$ cat config.mk
export PLATFORM = sky130hd
export DESIGN_NAME = min_max_normalizer_core_flat
export DESIGN_NICKNAME = d
export VERILOG_FILES = /design/src/hdl/mmn_pkg.sv /design/src/hdl/mmn_req_if.sv /design/src/hdl/mmn_rsp_if.sv /design/src/hdl/mmn_csr_if.sv /design/src/hdl/min_max_normalizer_core.sv /design/src/hdl/mmn_ram.sv /design/src/hdl/mmn_divider.sv /design/src/hdl/mmn_datapath.sv /design/src/hdl/mmn_ctrl.sv /design/src/flat_wrapper.sv
export VERILOG_INCLUDE_DIRS = /design/src /design/src/hdl
export SDC_FILE = /design/constraint.sdc
export NUM_CORES = 2
export LEC_CHECK = 0
export BUFFER_PORTS_ARGS = -buffer_cell sky130_fd_sc_hd__buf_2
export CAP_MARGIN = 20
export CORE_MARGIN = 10
export CORE_UTILIZATION = 63
export CTS_CLUSTER_SIZE = 8
export DETAILED_ROUTE_END_ITERATION = 7
export GPL_TIMING_DRIVEN = 0
export PLACE_DENSITY_LB_ADDON = 0.1
export SYNTH_ARGS = -nofsm -noshare
export SYNTH_HDL_FRONTEND = slang
export SYNTH_SLANG_ARGS = --single-unit
$ cat constraint.sdc
create_clock -name clock -period 5.15 [get_ports clock]
set_input_delay 0.2575 -clock clock [delete_from_list [all_inputs] [get_ports clock]]
set_output_delay 0.2575 -clock clock [all_outputs]
set_load 0.02 [all_outputs]
$ cat src/hdl/min_max_normalizer_core_macros.svh
// Assertion macros for the block that checks itself.
`ifndef MIN_MAX_NORMALIZER_CORE_MACROS_SVH
`define MIN_MAX_NORMALIZER_CORE_MACROS_SVH

// The consequent must hold in the same cycle as the antecedent.
`define MMN_ASSERT_SAME(label, clk, rst, ante, cons, msg) \
   label: assert property (@(posedge clk) disable iff (rst) (ante) |-> (cons)) else $error(msg);

// The consequent must hold in the cycle after the antecedent.
`define MMN_ASSERT_NEXT(label, clk, rst, ante, cons, msg) \
   label: assert property (@(posedge clk) disable iff (rst) (ante) |=> (cons)) else $error(msg);

`endif

$ cat src/hdl/mmn_pkg.sv
package mmn_pkg;

   // Fixed field widths.
   localparam int VALUE_W = 32;
   localparam int INDEX_W = 6;
   localparam int COUNT_W = 7;

   // Controller states.
   typedef enum logic [2:0] {
      ST_LOAD,
      ST_SETUP,
      ST_READ,
      ST_PREP,
      ST_DIVIDE,
      ST_EMIT
   } mmn_state_type;

   // Commands from the controller to the datapath.
   typedef struct packed {
      logic store;
      logic setup;
      logic read;
      logic start_div;
      logic advance;
      logic clear;
   } mmn_cmd_type;

   // Status from the datapath to the controller.
   typedef struct packed {
      logic last_item;
      logic div_done;
   } mmn_status_type;

endpackage

$ cat src/hdl/mmn_req_if.sv
interface mmn_req_if;
   logic                               valid;
   logic                               ready;
   logic signed [mmn_pkg::VALUE_W-1:0] sample_value;
   logic                               end_of_set;

   modport source (output valid, output sample_value, output end_of_set, input ready);
   modport sink (input valid, input sample_value, input end_of_set, output ready);
endinterface

$ cat src/hdl/mmn_rsp_if.sv
interface mmn_rsp_if #(
   parameter int FRAC_BITS = 16
);
   logic                        valid;
   logic                        ready;
   logic [FRAC_BITS:0]          norm_score;
   logic [mmn_pkg::INDEX_W-1:0] item_index;
   logic                        final_score;

   modport source (output valid, output norm_score, output item_index, output final_score,
                   input ready);
   modport sink (input valid, input norm_score, input item_index, input final_score,
                 output ready);
endinterface

$ cat src/hdl/mmn_csr_if.sv
interface mmn_csr_if;
   logic valid;
   logic ready;
   logic invert_score;

   modport source (output valid, output invert_score, input ready);
   modport sink (input valid, input invert_score, output ready);
endinterface

$ cat src/hdl/min_max_normalizer_core.sv
// Channel | Direction | Word carried
// req_ch  | in        | sample_value, end_of_set
// rsp_ch  | out       | norm_score, item_index, final_score
// csr_ch  | in        | invert_score (always ready)
//
// Words are taken while a set loads; the word that ends a set then starts the emission.
// Each score passes through a store read, a divider start, FRAC_BITS + 1 steps of the
// shared restoring divider, and the output state, which holds the score until it is taken.
// The range of a set is captured once, before its first score is read.
// No word is taken during the emission; rsp_ch stalls simply hold the current score.
// Reset is synchronous and empties the set; the value store needs no clearing pass.
`include "min_max_normalizer_core_macros.svh"

module min_max_normalizer_core #(
   parameter int MAX_ITEMS = 64,
   parameter int FRAC_BITS = 16
) (
   input logic                clock,
   input logic                reset,
   mmn_req_if.sink            req_ch,
   mmn_rsp_if.source          rsp_ch,
   mmn_csr_if.sink            csr_ch
);
   import mmn_pkg::*;

   localparam logic [FRAC_BITS:0] SCORE_ONE = {1'b1, {FRAC_BITS{1'b0}}};

   mmn_cmd_type    cmd;
   mmn_status_type status;

   logic           score_ok;
   logic           set_end_taken;
   logic           run_end_taken;
   logic           loading;

   // Configuration writes are taken at any time.
   assign csr_ch.ready = 1'b1;

   mmn_ctrl u_ctrl (
      .clock          (clock),
      .reset          (reset),
      .req_valid      (req_ch.valid),
      .req_end_of_set (req_ch.end_of_set),
      .rsp_ready      (rsp_ch.ready),
      .status         (status),
      .req_ready      (req_ch.ready),
      .rsp_valid      (rsp_ch.valid),
      .cmd            (cmd)
   );

   mmn_datapath #(
      .MAX_ITEMS (MAX_ITEMS),
      .FRAC_BITS (FRAC_BITS)
   ) u_datapath (
      .clock        (clock),
      .reset        (reset),
      .cmd          (cmd),
      .status       (status),
      .cfg_write    (csr_ch.valid),
      .cfg_invert   (csr_ch.invert_score),
      .sample_value (req_ch.sample_value),
      .norm_score   (rsp_ch.norm_score),
      .item_index   (rsp_ch.item_index),
      .final_score  (rsp_ch.final_score)
   );

   // Conditions watched by the checks below.
   assign score_ok      = (rsp_ch.norm_score <= SCORE_ONE);
   assign set_end_taken = req_ch.valid && req_ch.ready && req_ch.end_of_set;
   assign run_end_taken = rsp_ch.valid && rsp_ch.ready && rsp_ch.final_score;
   assign loading       = req_ch.ready && !rsp_ch.valid;

   // Loading and emission never overlap.
   `MMN_ASSERT_SAME(a_no_overlap, clock, reset, rsp_ch.valid, !req_ch.ready, "load and emit overlap")
   // A score never exceeds one.
   `MMN_ASSERT_SAME(a_score_range, clock, reset, rsp_ch.valid, score_ok, "score above one")
   // The word that ends a set stops loading at once.
   `MMN_ASSERT_NEXT(a_set_end, clock, reset, set_end_taken, !req_ch.ready, "loading after set end")
   // Once the final score is taken, loading resumes.
   `MMN_ASSERT_NEXT(a_run_end, clock, reset, run_end_taken, loading, "no return to loading")

endmodule

$ cat src/hdl/mmn_ram.sv
module mmn_ram #(
   parameter int DATA_W = 32,
   parameter int DEPTH  = 64
) (
   input  logic                     clock,
   input  logic                     wr_en,
   input  logic [$clog2(DEPTH)-1:0] wr_addr,
   input  logic [DATA_W-1:0]        wr_data,
   input  logic                     rd_en,
   input  logic [$clog2(DEPTH)-1:0] rd_addr,
   output logic [DATA_W-1:0]        rd_data
);

   logic [DATA_W-1:0] mem_ff [DEPTH];
   logic [DATA_W-1:0] rd_data_ff;

   // One write port and one registered read port.
   always_ff @(posedge clock) begin
      if (wr_en) begin
         mem_ff[wr_addr] <= wr_data;
      end
      if (rd_en) begin
         rd_data_ff <= mem_ff[rd_addr];
      end
   end

   assign rd_data = rd_data_ff;

endmodule

$ cat src/hdl/mmn_divider.sv
module mmn_divider #(
   parameter int FRAC_BITS = 16
) (
   input  logic                        clock,
   input  logic                        reset,
   input  logic                        start,
   input  logic [mmn_pkg::VALUE_W-1:0] numerator,
   input  logic [mmn_pkg::VALUE_W-1:0] divisor,
   output logic [FRAC_BITS:0]          quotient,
   output logic                        done
);
   import mmn_pkg::*;

   // One quotient bit per cycle, FRAC_BITS + 1 bits in all.
   localparam int STEPS = FRAC_BITS + 1;
   localparam int CNT_W = $clog2(STEPS + 1);

   logic [VALUE_W:0]   rem_ff, rem_in;
   logic [FRAC_BITS:0] quo_ff, quo_in;
   logic [CNT_W-1:0]   cnt_ff, cnt_in;
   logic               busy_ff, busy_in;
   logic               first_ff, first_in;

   logic [VALUE_W:0]   shifted;
   logic [VALUE_W+1:0] diff;
   logic               fits;

   // Restoring step. The numerator never exceeds the divisor, so the first step compares
   // the numerator itself and every later one the doubled remainder.
   always_comb begin
      shifted = first_ff ? rem_ff : {rem_ff[VALUE_W-1:0], 1'b0};
      diff    = {1'b0, shifted} - {2'b00, divisor};
      fits    = ~diff[VALUE_W+1];
   end

   // Next values of the iteration registers.
   always_comb begin
      rem_in   = rem_ff;
      quo_in   = quo_ff;
      cnt_in   = cnt_ff;
      busy_in  = busy_ff;
      first_in = first_ff;
      if (start) begin
         rem_in   = {1'b0, numerator};
         quo_in   = '0;
         cnt_in   = CNT_W'(STEPS);
         busy_in  = 1'b1;
         first_in = 1'b1;
      end else if (busy_ff) begin
         rem_in   = fits ? diff[VALUE_W:0] : shifted;
         quo_in   = {quo_ff[FRAC_BITS-1:0], fits};
         cnt_in   = cnt_ff - 1'b1;
         busy_in  = (cnt_ff != CNT_W'(1));
         first_in = 1'b0;
      end
   end

   always_ff @(posedge clock) begin
      if (reset) begin
         busy_ff <= 1'b0;
         cnt_ff  <= '0;
      end else begin
         busy_ff <= busy_in;
         cnt_ff  <= cnt_in;
      end
      rem_ff   <= rem_in;
      quo_ff   <= quo_in;
      first_ff <= first_in;
   end

   assign quotient = quo_ff;
   assign done     = busy_ff && (cnt_ff == CNT_W'(1));

endmodule

$ cat src/hdl/mmn_datapath.sv
module mmn_datapath #(
   parameter int MAX_ITEMS = 64,
   parameter int FRAC_BITS = 16
) (
   input  logic                               clock,
   input  logic                               reset,
   input  mmn_pkg::mmn_cmd_type               cmd,
   output mmn_pkg::mmn_status_type            status,
   input  logic                               cfg_write,
   input  logic                               cfg_invert,
   input  logic signed [mmn_pkg::VALUE_W-1:0] sample_value,
   output logic [FRAC_BITS:0]                 norm_score,
   output logic [mmn_pkg::INDEX_W-1:0]        item_index,
   output logic                               final_score
);
   import mmn_pkg::*;

   localparam int ADDR_W = $clog2(MAX_ITEMS);
   localparam logic [FRAC_BITS:0] SCORE_ONE = {1'b1, {FRAC_BITS{1'b0}}};

   logic                      invert_ff;
   logic [COUNT_W-1:0]        count_ff, count_in;
   logic [INDEX_W-1:0]        index_ff, index_in;
   logic signed [VALUE_W-1:0] min_ff, min_in;
   logic signed [VALUE_W-1:0] max_ff, max_in;
   logic [VALUE_W-1:0]        range_ff;
   logic                      flat_ff;

   logic                      room;
   logic                      write_en;
   logic [VALUE_W-1:0]        rd_data;
   logic signed [VALUE_W:0]   above_min;
   logic signed [VALUE_W:0]   below_max;
   logic signed [VALUE_W:0]   span;
   logic [VALUE_W-1:0]        numerator;
   logic [FRAC_BITS:0]        quotient;

   // Configuration register.
   always_ff @(posedge clock) begin
      if (reset) begin
         invert_ff <= 1'b0;
      end else if (cfg_write) begin
         invert_ff <= cfg_invert;
      end
   end

   // A word is stored only while there is room; the flag still ends the set.
   assign room     = (count_ff < COUNT_W'(MAX_ITEMS));
   assign write_en = cmd.store && room;

   // Running extremes, seeded by the first word of a set.
   always_comb begin
      min_in = min_ff;
      max_in = max_ff;
      if (write_en) begin
         if (count_ff == '0) begin
            min_in = sample_value;
            max_in = sample_value;
         end else begin
            if (sample_value < min_ff) begin
               min_in = sample_value;
            end
            if (sample_value > max_ff) begin
               max_in = sample_value;
            end
         end
      end
   end

   // Fill count and emission index.
   always_comb begin
      count_in = count_ff;
      index_in = index_ff;
      if (write_en) begin
         count_in = count_ff + 1'b1;
      end
      if (cmd.clear) begin
         count_in = '0;
      end
      if (cmd.setup) begin
         index_in = '0;
      end else if (cmd.advance) begin
         index_in = index_ff + 1'b1;
      end
   end

   always_ff @(posedge clock) begin
      if (reset) begin
         count_ff <= '0;
         min_ff   <= '0;
         max_ff   <= '0;
      end else begin
         count_ff <= count_in;
         min_ff   <= min_in;
         max_ff   <= max_in;
      end
      index_ff <= index_in;
   end

   // Range of the set, taken once before the emission starts.
   assign span = {max_ff[VALUE_W-1], max_ff} - {min_ff[VALUE_W-1], min_ff};

   always_ff @(posedge clock) begin
      if (cmd.setup) begin
         range_ff <= span[VALUE_W-1:0];
         flat_ff  <= (max_ff == min_ff);
      end
   end

   mmn_ram #(
      .DATA_W (VALUE_W),
      .DEPTH  (MAX_ITEMS)
   ) u_store (
      .clock   (clock),
      .wr_en   (write_en),
      .wr_addr (count_ff[ADDR_W-1:0]),
      .wr_data (sample_value),
      .rd_en   (cmd.read),
      .rd_addr (index_ff[ADDR_W-1:0]),
      .rd_data (rd_data)
   );

   // Distance from the minimum, or from the maximum when the score is inverted.
   always_comb begin
      above_min = {rd_data[VALUE_W-1], rd_data} - {min_ff[VALUE_W-1], min_ff};
      below_max = {max_ff[VALUE_W-1], max_ff} - {rd_data[VALUE_W-1], rd_data};
      numerator = invert_ff ? below_max[VALUE_W-1:0] : above_min[VALUE_W-1:0];
   end

   mmn_divider #(
      .FRAC_BITS (FRAC_BITS)
   ) u_divider (
      .clock     (clock),
      .reset     (reset),
      .start     (cmd.start_div),
      .numerator (numerator),
      .divisor   (range_ff),
      .quotient  (quotient),
      .done      (status.div_done)
   );

   assign status.last_item = ((COUNT_W'(index_ff) + 1'b1) == count_ff);

   // Result word, held in registers while it waits to be taken.
   assign norm_score  = flat_ff ? SCORE_ONE : quotient;
   assign item_index  = index_ff;
   assign final_score = status.last_item;

endmodule

$ cat src/hdl/mmn_ctrl.sv
module mmn_ctrl (
   input  logic                    clock,
   input  logic                    reset,
   input  logic                    req_valid,
   input  logic                    req_end_of_set,
   input  logic                    rsp_ready,
   input  mmn_pkg::mmn_status_type status,
   output logic                    req_ready,
   output logic                    rsp_valid,
   output mmn_pkg::mmn_cmd_type    cmd
);
   import mmn_pkg::*;

   mmn_state_type state_ff, state_in;

   // Next state.
   always_comb begin
      state_in = state_ff;
      case (state_ff)
         ST_LOAD: begin
            if (req_valid && req_end_of_set) begin
               state_in = ST_SETUP;
            end
         end
         ST_SETUP: begin
            state_in = ST_READ;
         end
         ST_READ: begin
            state_in = ST_PREP;
         end
         ST_PREP: begin
            state_in = ST_DIVIDE;
         end
         ST_DIVIDE: begin
            if (status.div_done) begin
               state_in = ST_EMIT;
            end
         end
         ST_EMIT: begin
            if (rsp_ready) begin
               state_in = status.last_item ? ST_LOAD : ST_READ;
            end
         end
         default: begin
            state_in = ST_LOAD;
         end
      endcase
   end

   always_ff @(posedge clock) begin
      if (reset) begin
         state_ff <= ST_LOAD;
      end else begin
         state_ff <= state_in;
      end
   end

   // Handshake outputs and datapath commands.
   always_comb begin
      req_ready     = 1'b0;
      rsp_valid     = 1'b0;
      cmd           = '0;
      case (state_ff)
         ST_LOAD: begin
            req_ready = 1'b1;
            cmd.store = req_valid;
         end
         ST_SETUP: begin
            cmd.setup = 1'b1;
         end
         ST_READ: begin
            cmd.read = 1'b1;
         end
         ST_PREP: begin
            cmd.start_div = 1'b1;
         end
         ST_DIVIDE: begin
            cmd = '0;
         end
         ST_EMIT: begin
            rsp_valid   = 1'b1;
            cmd.advance = rsp_ready && !status.last_item;
            cmd.clear   = rsp_ready && status.last_item;
         end
         default: begin
            cmd = '0;
         end
      endcase
   end

endmodule
$ cat src/flat_wrapper.sv
// flat-port wrapper written by rule: the top's interface ports become plain ports
module min_max_normalizer_core_flat import mmn_pkg::*;
#(
   parameter int MAX_ITEMS = 64,
   parameter int FRAC_BITS = 16
)
  (clock, reset, req_ch_valid, req_ch_sample_value, req_ch_end_of_set, req_ch_ready, rsp_ch_valid, rsp_ch_norm_score, rsp_ch_item_index, rsp_ch_final_score, rsp_ch_ready, csr_ch_valid, csr_ch_invert_score, csr_ch_ready);
  mmn_req_if req_ch_i ();
  mmn_rsp_if #(.FRAC_BITS(FRAC_BITS)) rsp_ch_i ();
  mmn_csr_if csr_ch_i ();
  input logic clock;
  input logic reset;
  input wire logic [$bits(req_ch_i.valid)-1:0] req_ch_valid;
  input wire logic [$bits(req_ch_i.sample_value)-1:0] req_ch_sample_value;
  input wire logic [$bits(req_ch_i.end_of_set)-1:0] req_ch_end_of_set;
  output wire logic [$bits(req_ch_i.ready)-1:0] req_ch_ready;
  output wire logic [$bits(rsp_ch_i.valid)-1:0] rsp_ch_valid;
  output wire logic [$bits(rsp_ch_i.norm_score)-1:0] rsp_ch_norm_score;
  output wire logic [$bits(rsp_ch_i.item_index)-1:0] rsp_ch_item_index;
  output wire logic [$bits(rsp_ch_i.final_score)-1:0] rsp_ch_final_score;
  input wire logic [$bits(rsp_ch_i.ready)-1:0] rsp_ch_ready;
  input wire logic [$bits(csr_ch_i.valid)-1:0] csr_ch_valid;
  input wire logic [$bits(csr_ch_i.invert_score)-1:0] csr_ch_invert_score;
  output wire logic [$bits(csr_ch_i.ready)-1:0] csr_ch_ready;
  assign req_ch_i.valid = req_ch_valid;
  assign req_ch_i.sample_value = req_ch_sample_value;
  assign req_ch_i.end_of_set = req_ch_end_of_set;
  assign req_ch_ready = req_ch_i.ready;
  assign rsp_ch_valid = rsp_ch_i.valid;
  assign rsp_ch_norm_score = rsp_ch_i.norm_score;
  assign rsp_ch_item_index = rsp_ch_i.item_index;
  assign rsp_ch_final_score = rsp_ch_i.final_score;
  assign rsp_ch_i.ready = rsp_ch_ready;
  assign csr_ch_i.valid = csr_ch_valid;
  assign csr_ch_i.invert_score = csr_ch_invert_score;
  assign csr_ch_ready = csr_ch_i.ready;
  min_max_normalizer_core #(.MAX_ITEMS(MAX_ITEMS), .FRAC_BITS(FRAC_BITS)) u_core (.clock(clock), .reset(reset), .req_ch(req_ch_i), .rsp_ch(rsp_ch_i), .csr_ch(csr_ch_i));
endmodule
After elaboration in Yosys (flattened, before gate mapping):

Memory sizes are Yosys's and may differ from the RTL's. A register that Yosys moved wholly into a read port is not among the register bits.
Index checks and enable logic that the tools add are counted.
Widths: inputs -> output; s select.

* word-level logic and storage cells: 84
* output and inout bits: 27
* memories kept: 1
* bits in writable memories: 2048
* flip-flop bits (word level): 171
* input port bits: 39

Memories
* u_core.u_datapath.u_store.mem_ff: depth 64, bits a word 32, rd ports 1, clocked after Yosys merged registers in 1, wr ports 1, RTL line mmn_ram.sv:14 `logic [DATA_W-1:0] mem_ff [DEPTH];`

* magnitude comparators: 3
* muxes and demuxes: 28
* eq/ne operators: 12
* bitwise operators: 1
* add/subtract/negate cells: 8
* reduce and logical (&&, ||, !) cells: 16

Operators with widths (count)
* $mux 32: 7
* $sub 32x32->32: 3
* $mux 33: 2
* $sub 33x32->34: 1
* $eq 32x32->1: 1
* $gt 32x32->1: 1
* $lt 32x32->1: 1
* $pmux 3 s6: 1
* $mux 17: 1
* $mux 1: 10
* $mux 5: 2
* $mux 3: 3
* $add 6x1->7 const B: 1
* $add 7x1->7 const B: 1
* $eq 7x7->1: 1
* $logic_not 7->1: 1
* $lt 7x7->1 const B: 1
* $add 6x1->6 const B: 1
* $eq 3x2->1 const B: 2
* $eq 3x3->1 const B: 2
* $ne 2x2->1 const B: 3
* $reduce_bool 2->1: 3
* $eq 5x1->1 const B: 1
* $logic_and 1x1->1: 5
* other kinds (10): 13

Depth between registers and ports, before layout:

* word-level depth: 6
* depth in mapped cells: 17

Hierarchy:

From an unflattened synthesis, not the netlist that was laid out.

* cell total of the unflattened synthesis: 5216
* area, all modules: 94815.9 um^2

By module, submodules not included
* mmn_ram: times used 1, area an instance 78835.6 um^2, seq. area each 62459.9 um^2, cells each 3324
* mmn_datapath: times used 1, area an instance 10825.4 um^2, seq. area each 2552.4 um^2, cells each 1295
* mmn_divider: times used 1, area an instance 4911.0 um^2, seq. area each 1461.4 um^2, cells each 566
* mmn_ctrl: times used 1, area an instance 232.7 um^2, seq. area each 60.1 um^2, cells each 29
* min_max_normalizer_core: times used 1, area an instance 11.3 um^2, seq. area each 0.0 um^2, cells each 2

Least setup slack after synthesis:

OpenSTA, ideal clock, no wires.

* kind: reg-to-reg
* start: register u_core.u_ctrl.state_ff[0]
* end: memory u_core.u_datapath.u_store.mem_ff[63][0] (enable)
* setup time: 0.421 ns
* stages on the path, launching flop included: 8
* setup slack: 1.312 ns
* period minus slack after synthesis: 3.838 ns
* arrival: 3.417 ns
* cell sequence: dfxtp_1 > clkbuf_1 > nor3_1 > and3b_1 > and2_1 > clkbuf_1 > nand3_1 > nor2_1

* word-level cells in the longest chain between the ends: 5

Ends and longest elaborated chain
* start, declared: RTL line mmn_ctrl.sv:14 `mmn_state_type state_ff, state_in;`
* start signal, assigned: RTL line mmn_ctrl.sv:54 `state_ff <= state_in;`
* $logic_not 3->1: RTL line mmn_ctrl.sv:63 `case (state_ff)`
* $mux 1: RTL line mmn_ctrl.sv:63
* $logic_and 1x1->1: RTL line mmn_datapath.sv:49 `assign write_en = cmd.store && room;`
* $mux 1: RTL line mmn_ram.sv:19 `if (wr_en) begin`
* $mux 1 (implied by the code): RTL line mmn_ram.sv:20 `mem_ff[wr_addr] <= wr_data;`
* end, declared: RTL line mmn_ram.sv:14

No other way between the ends.

==> results.py <==
metrics = {
    "placed_design": {
        "dp_slack_ns": 0.127,
        "gp_congestion": 0.918,
        "dpl_cell_area_mm2": 0.0996,
        "io_buffers": 64,
        "place_hpwl_um": 174000,
    },
    "clock_network": {
        "clk_latency_ns": 0.95,
        "post_cts_buffers": 0,
        "cts_buffers": 332,
        "cts-root-buf": "clkbuf_16",
        "cts_tree": "done",
        "htree_levels": 5,
        "cts-root-to-sink-buffers": 4,
        "clkTransAtPathRegs_ns": 0.05,
        "cts_sinks": 2251,
    },
    "floorplanning": {
        "fp.dieW_um": 407,
        "start_util_pct": 63.5,
        "die_h_um": 407,
        "die_area_mm2": 0.165,
        "std_cell_rows": 141,
        "core_mm2": 0.148,
        "io_pins": 66,
    },
    "pwr": {
        "vdd.ir_drop.worst_uv": 408,
        "leakage_nw": 35.3,
        "total_power_mw": 45.6,
        "power_density_mw_per_mm2": 418,
    },
    "outcome": {
        "outcome": "finished, final reports clean",
    },
    "critical_path": {
        "path_delay_family": "buffers and inverters",
        "max_stage_delay_ns": 0.69,
        "rrSetupSlack_ns": 0.20,
        "worst-path-buf-inv": 4,
        "r2r_start": "u_core.u_datapath.item_index[1]",
        "cp-start-kind": "flop",
        "cp.arrival_ns": 5.53,
        "worst-setup-path-type": "reg -> reg",
        "cp_common_cell": "mux4_2",
        "slowest_stage": "clkbuf_1",
        "reg2reg_to": "u_core.u_datapath.u_store.rd_data[14]",
        "worstPathCellList": "clkbuf_2 > clkbuf_1 > buf_8 > buf_1 > mux4_2 > mux4_2 > mux4_2",
        "cp-end-kind": "flop",
        "crit_required_ns": 5.73,
        "ff2ff_path_depth": 7,
        "path_max_fanout": 10,
    },
    "grt": {
        "grt_use_total_pct": 33.5,
        "grt_pass1_vias": 52861,
        "grt_pass1_wl_um": 390000,
        "grt-ovfl-total": 0,
        "antenna_found_initial": 26,
        "grt_max_degree": 69,
    },
    "yosys": {
        "syn_nets": 5068,
        "netlist_instances": 4832,
        "syn_area_per_cell_um2": 19.5,
        "synth_edf_count": 2145,
        "yosysUniqueCellTypes": 86,
        "synth_warnings": 0,
        "mappedNetlistArea_mm2": 0.0941,
        "ys_seq_area_share_pct": 70.7,
        "synth_top_flop_cell": "edfxtp_1",
        "ys_async_sr_fraction_pct": 0,
        "ys_ff_latch": 2251,
    },
    "final_layout": {
        "areaGrowthSynthToFinish_pct": 15.8,
        "final_common_cell": "edfxtp_1",
        "drive_above_1_share_pct": 25.8,
        "layout_common_cells": "2,145 x edfxtp_1, 672 x mux4_2, 340 x clkbuf_16",
        "fin_nets": 5625,
        "finalInstanceArea_mm2": 0.109,
        "fill_cells": 8248,
        "post-route-util_pct": 73.6,
    },
    "timing": {
        "slew_violations": 0,
        "period_share_pct": 96.1,
        "setup-violations-final": 0,
        "fin_worst_skew_ns": 0.0901,
        "hold_viol": 0,
        "worst_pin_slew_ns": 1.24,
        "worst_slack_ns": 0.199,
        "rsz0062_at_grt": "false",
        "tns_ns": 0,
        "maxSlewHeadroom_pct": 17.0,
        "max_freq_mhz": 202,
        "period_minus_slack_ns": 4.95,
    },
    "detailed_routing": {
        "post_drt_via_cell_ratio": 7.07,
        "drt_wl_total_um": 273000,
        "drc": 0,
        "wl_per_cell_um": 37.0,
        "drtPass1Iterations": 5,
        "drt_iter0_drc": 7749,
        "antenna_left": 0,
        "num_vias": 52225,
    },
    "run": {
        "cap_violations": 0,
    },
    "min_path": {
        "whs_path_depth": 1,
        "min_from": "req_ch_sample_value[22]",
        "hold_path.class": "in -> reg",
        "worstHoldEndpoint": "u_core.u_datapath.u_store.mem_ff[59][22]",
    },
}
per-layer routing:
metal,part of all wire (%),GRT usage [%],up-vias
li1,-,-,20825
met1,36,44.7,26853
met2,47,51.8,3800
met3,12,9.43,727
met4,5.5,15.7,20
met5,0.053,0,-
area by class of cell:
class / count / area [um2] / area share (%)
Inverter: 159 / 597 / 0.547
Clock inverter: 7 / 97.6 / 0.0895
Buffer: 218 / 971 / 0.890
Timing Repair Buffer: 223 / 3190 / 2.92
Tap cell: 1930 / 2410 / 2.21
Sequential cell: 2251 / 66500 / 61.0
Multi-Input combinational cell: 2204 / 26500 / 24.3
Antenna cell: 4 / 10.0 / 0.00918
Clock buffer: 386 / 8700 / 7.98
worst max path at each step:
stage	depth (start not counted)	end	start
final	7	u_core.u_datapath.u_store.rd_data[14]	u_core.u_datapath.item_index[1]
after global routing	14	u_core.u_datapath.u_divider.rem_ff[24]	u_core.u_datapath.u_divider.first_ff
after CTS	7	u_core.u_datapath.u_store.rd_data[14]	u_core.u_datapath.item_index[1]
after detailed placement	15	u_core.u_datapath.u_divider.rem_ff[2]	u_core.u_datapath.u_divider.first_ff
after global placement	7	u_core.u_datapath.u_store.mem_ff[63][17]	u_core.u_ctrl.state_ff[0]
after floorplan	7	u_core.u_datapath.u_store.mem_ff[63][0]	u_core.u_ctrl.state_ff[0]
Yosys cell counts, types with 32 or more instances:
cell / number / area share [%]
xor2_1: 45 / 0.42
a21o_1: 82 / 0.65
nor2b_1: 36 / 0.24
buf_2: 55 / 0.29
mux2_2: 33 / 0.39
xnor2_1: 77 / 0.72
ha_1: 193 / 2.6
mux4_2: 672 / 16
nand2_1: 118 / 0.47
inv_1: 158 / 0.63
clkbuf_1: 126 / 0.50
mux2i_1: 89 / 0.95
edfxtp_1: 2145 / 68
a211oi_1: 32 / 0.26
a31oi_1: 33 / 0.22
a21oi_1: 136 / 0.72
dfxtp_1: 106 / 2.3
nor2_1: 260 / 1.0
o21ai_0: 61 / 0.32
report_power, final:
group	internal, mW	switching, mW
clock	11.7	7.37
combinational	2.35	3.54
sequential	20.5	0.160
total	34.6	11.1
through the flow:
| stage | hold WS (ns) | instances |
|---|---|---|
| after floorplan | 0.356 | 4832 |
| after global placement | 0.469 | 6826 |
| after detailed placement | 0.479 | 6930 |
| after CTS | 0.00000655 | 7357 |
| after global routing | 0.0426 | 7378 |
| final | 0.0297 | 7382 |
kinds of logic after synthesis:
group                    after synthesis  share of synthesized area, %
adder cells (fa/ha/maj)              197                          2.65
buffers and inverters                377                          1.66
flip-flops                          2251                          70.7
AND/OR/NAND/NOR                      594                          2.94
XOR/XNOR                             122                          1.14
other                                  1                       0.00398
AO/OA/AOI/OAI                        496                          3.52
multiplexers                         794                          17.4
flip-flops by register name, indices dropped and copies added, names as in the netlist:
register / cells
u_core.u_datapath.count_ff: 7
u_core.u_datapath.u_store.mem_ff: 2048
u_core.u_datapath.u_divider.rem_ff: 33
u_core.u_datapath.item_index: 6
u_core.u_ctrl.state_ff: 3
u_core.u_datapath.u_divider.busy_ff: 1
u_core.u_datapath.flat_ff: 1
u_core.u_datapath.max_ff: 32
u_core.u_datapath.invert_ff: 1
u_core.u_datapath.u_divider.quotient: 17
u_core.u_datapath.min_ff: 32
u_core.u_datapath.range_ff: 32
u_core.u_datapath.u_divider.first_ff: 1
u_core.u_datapath.u_store.rd_data: 32
u_core.u_datapath.u_divider.cnt_ff: 5
repair_timing:
item / 4_1_cts / 5_1_grt
gates resized for setup: 0 / 7
endpoints found under the setup margin: 0 / 14
hold buffers: 34 / 3
hold endpoints to repair: 774 / 89
No activity file was read; power rests on OpenSTA's default activity.
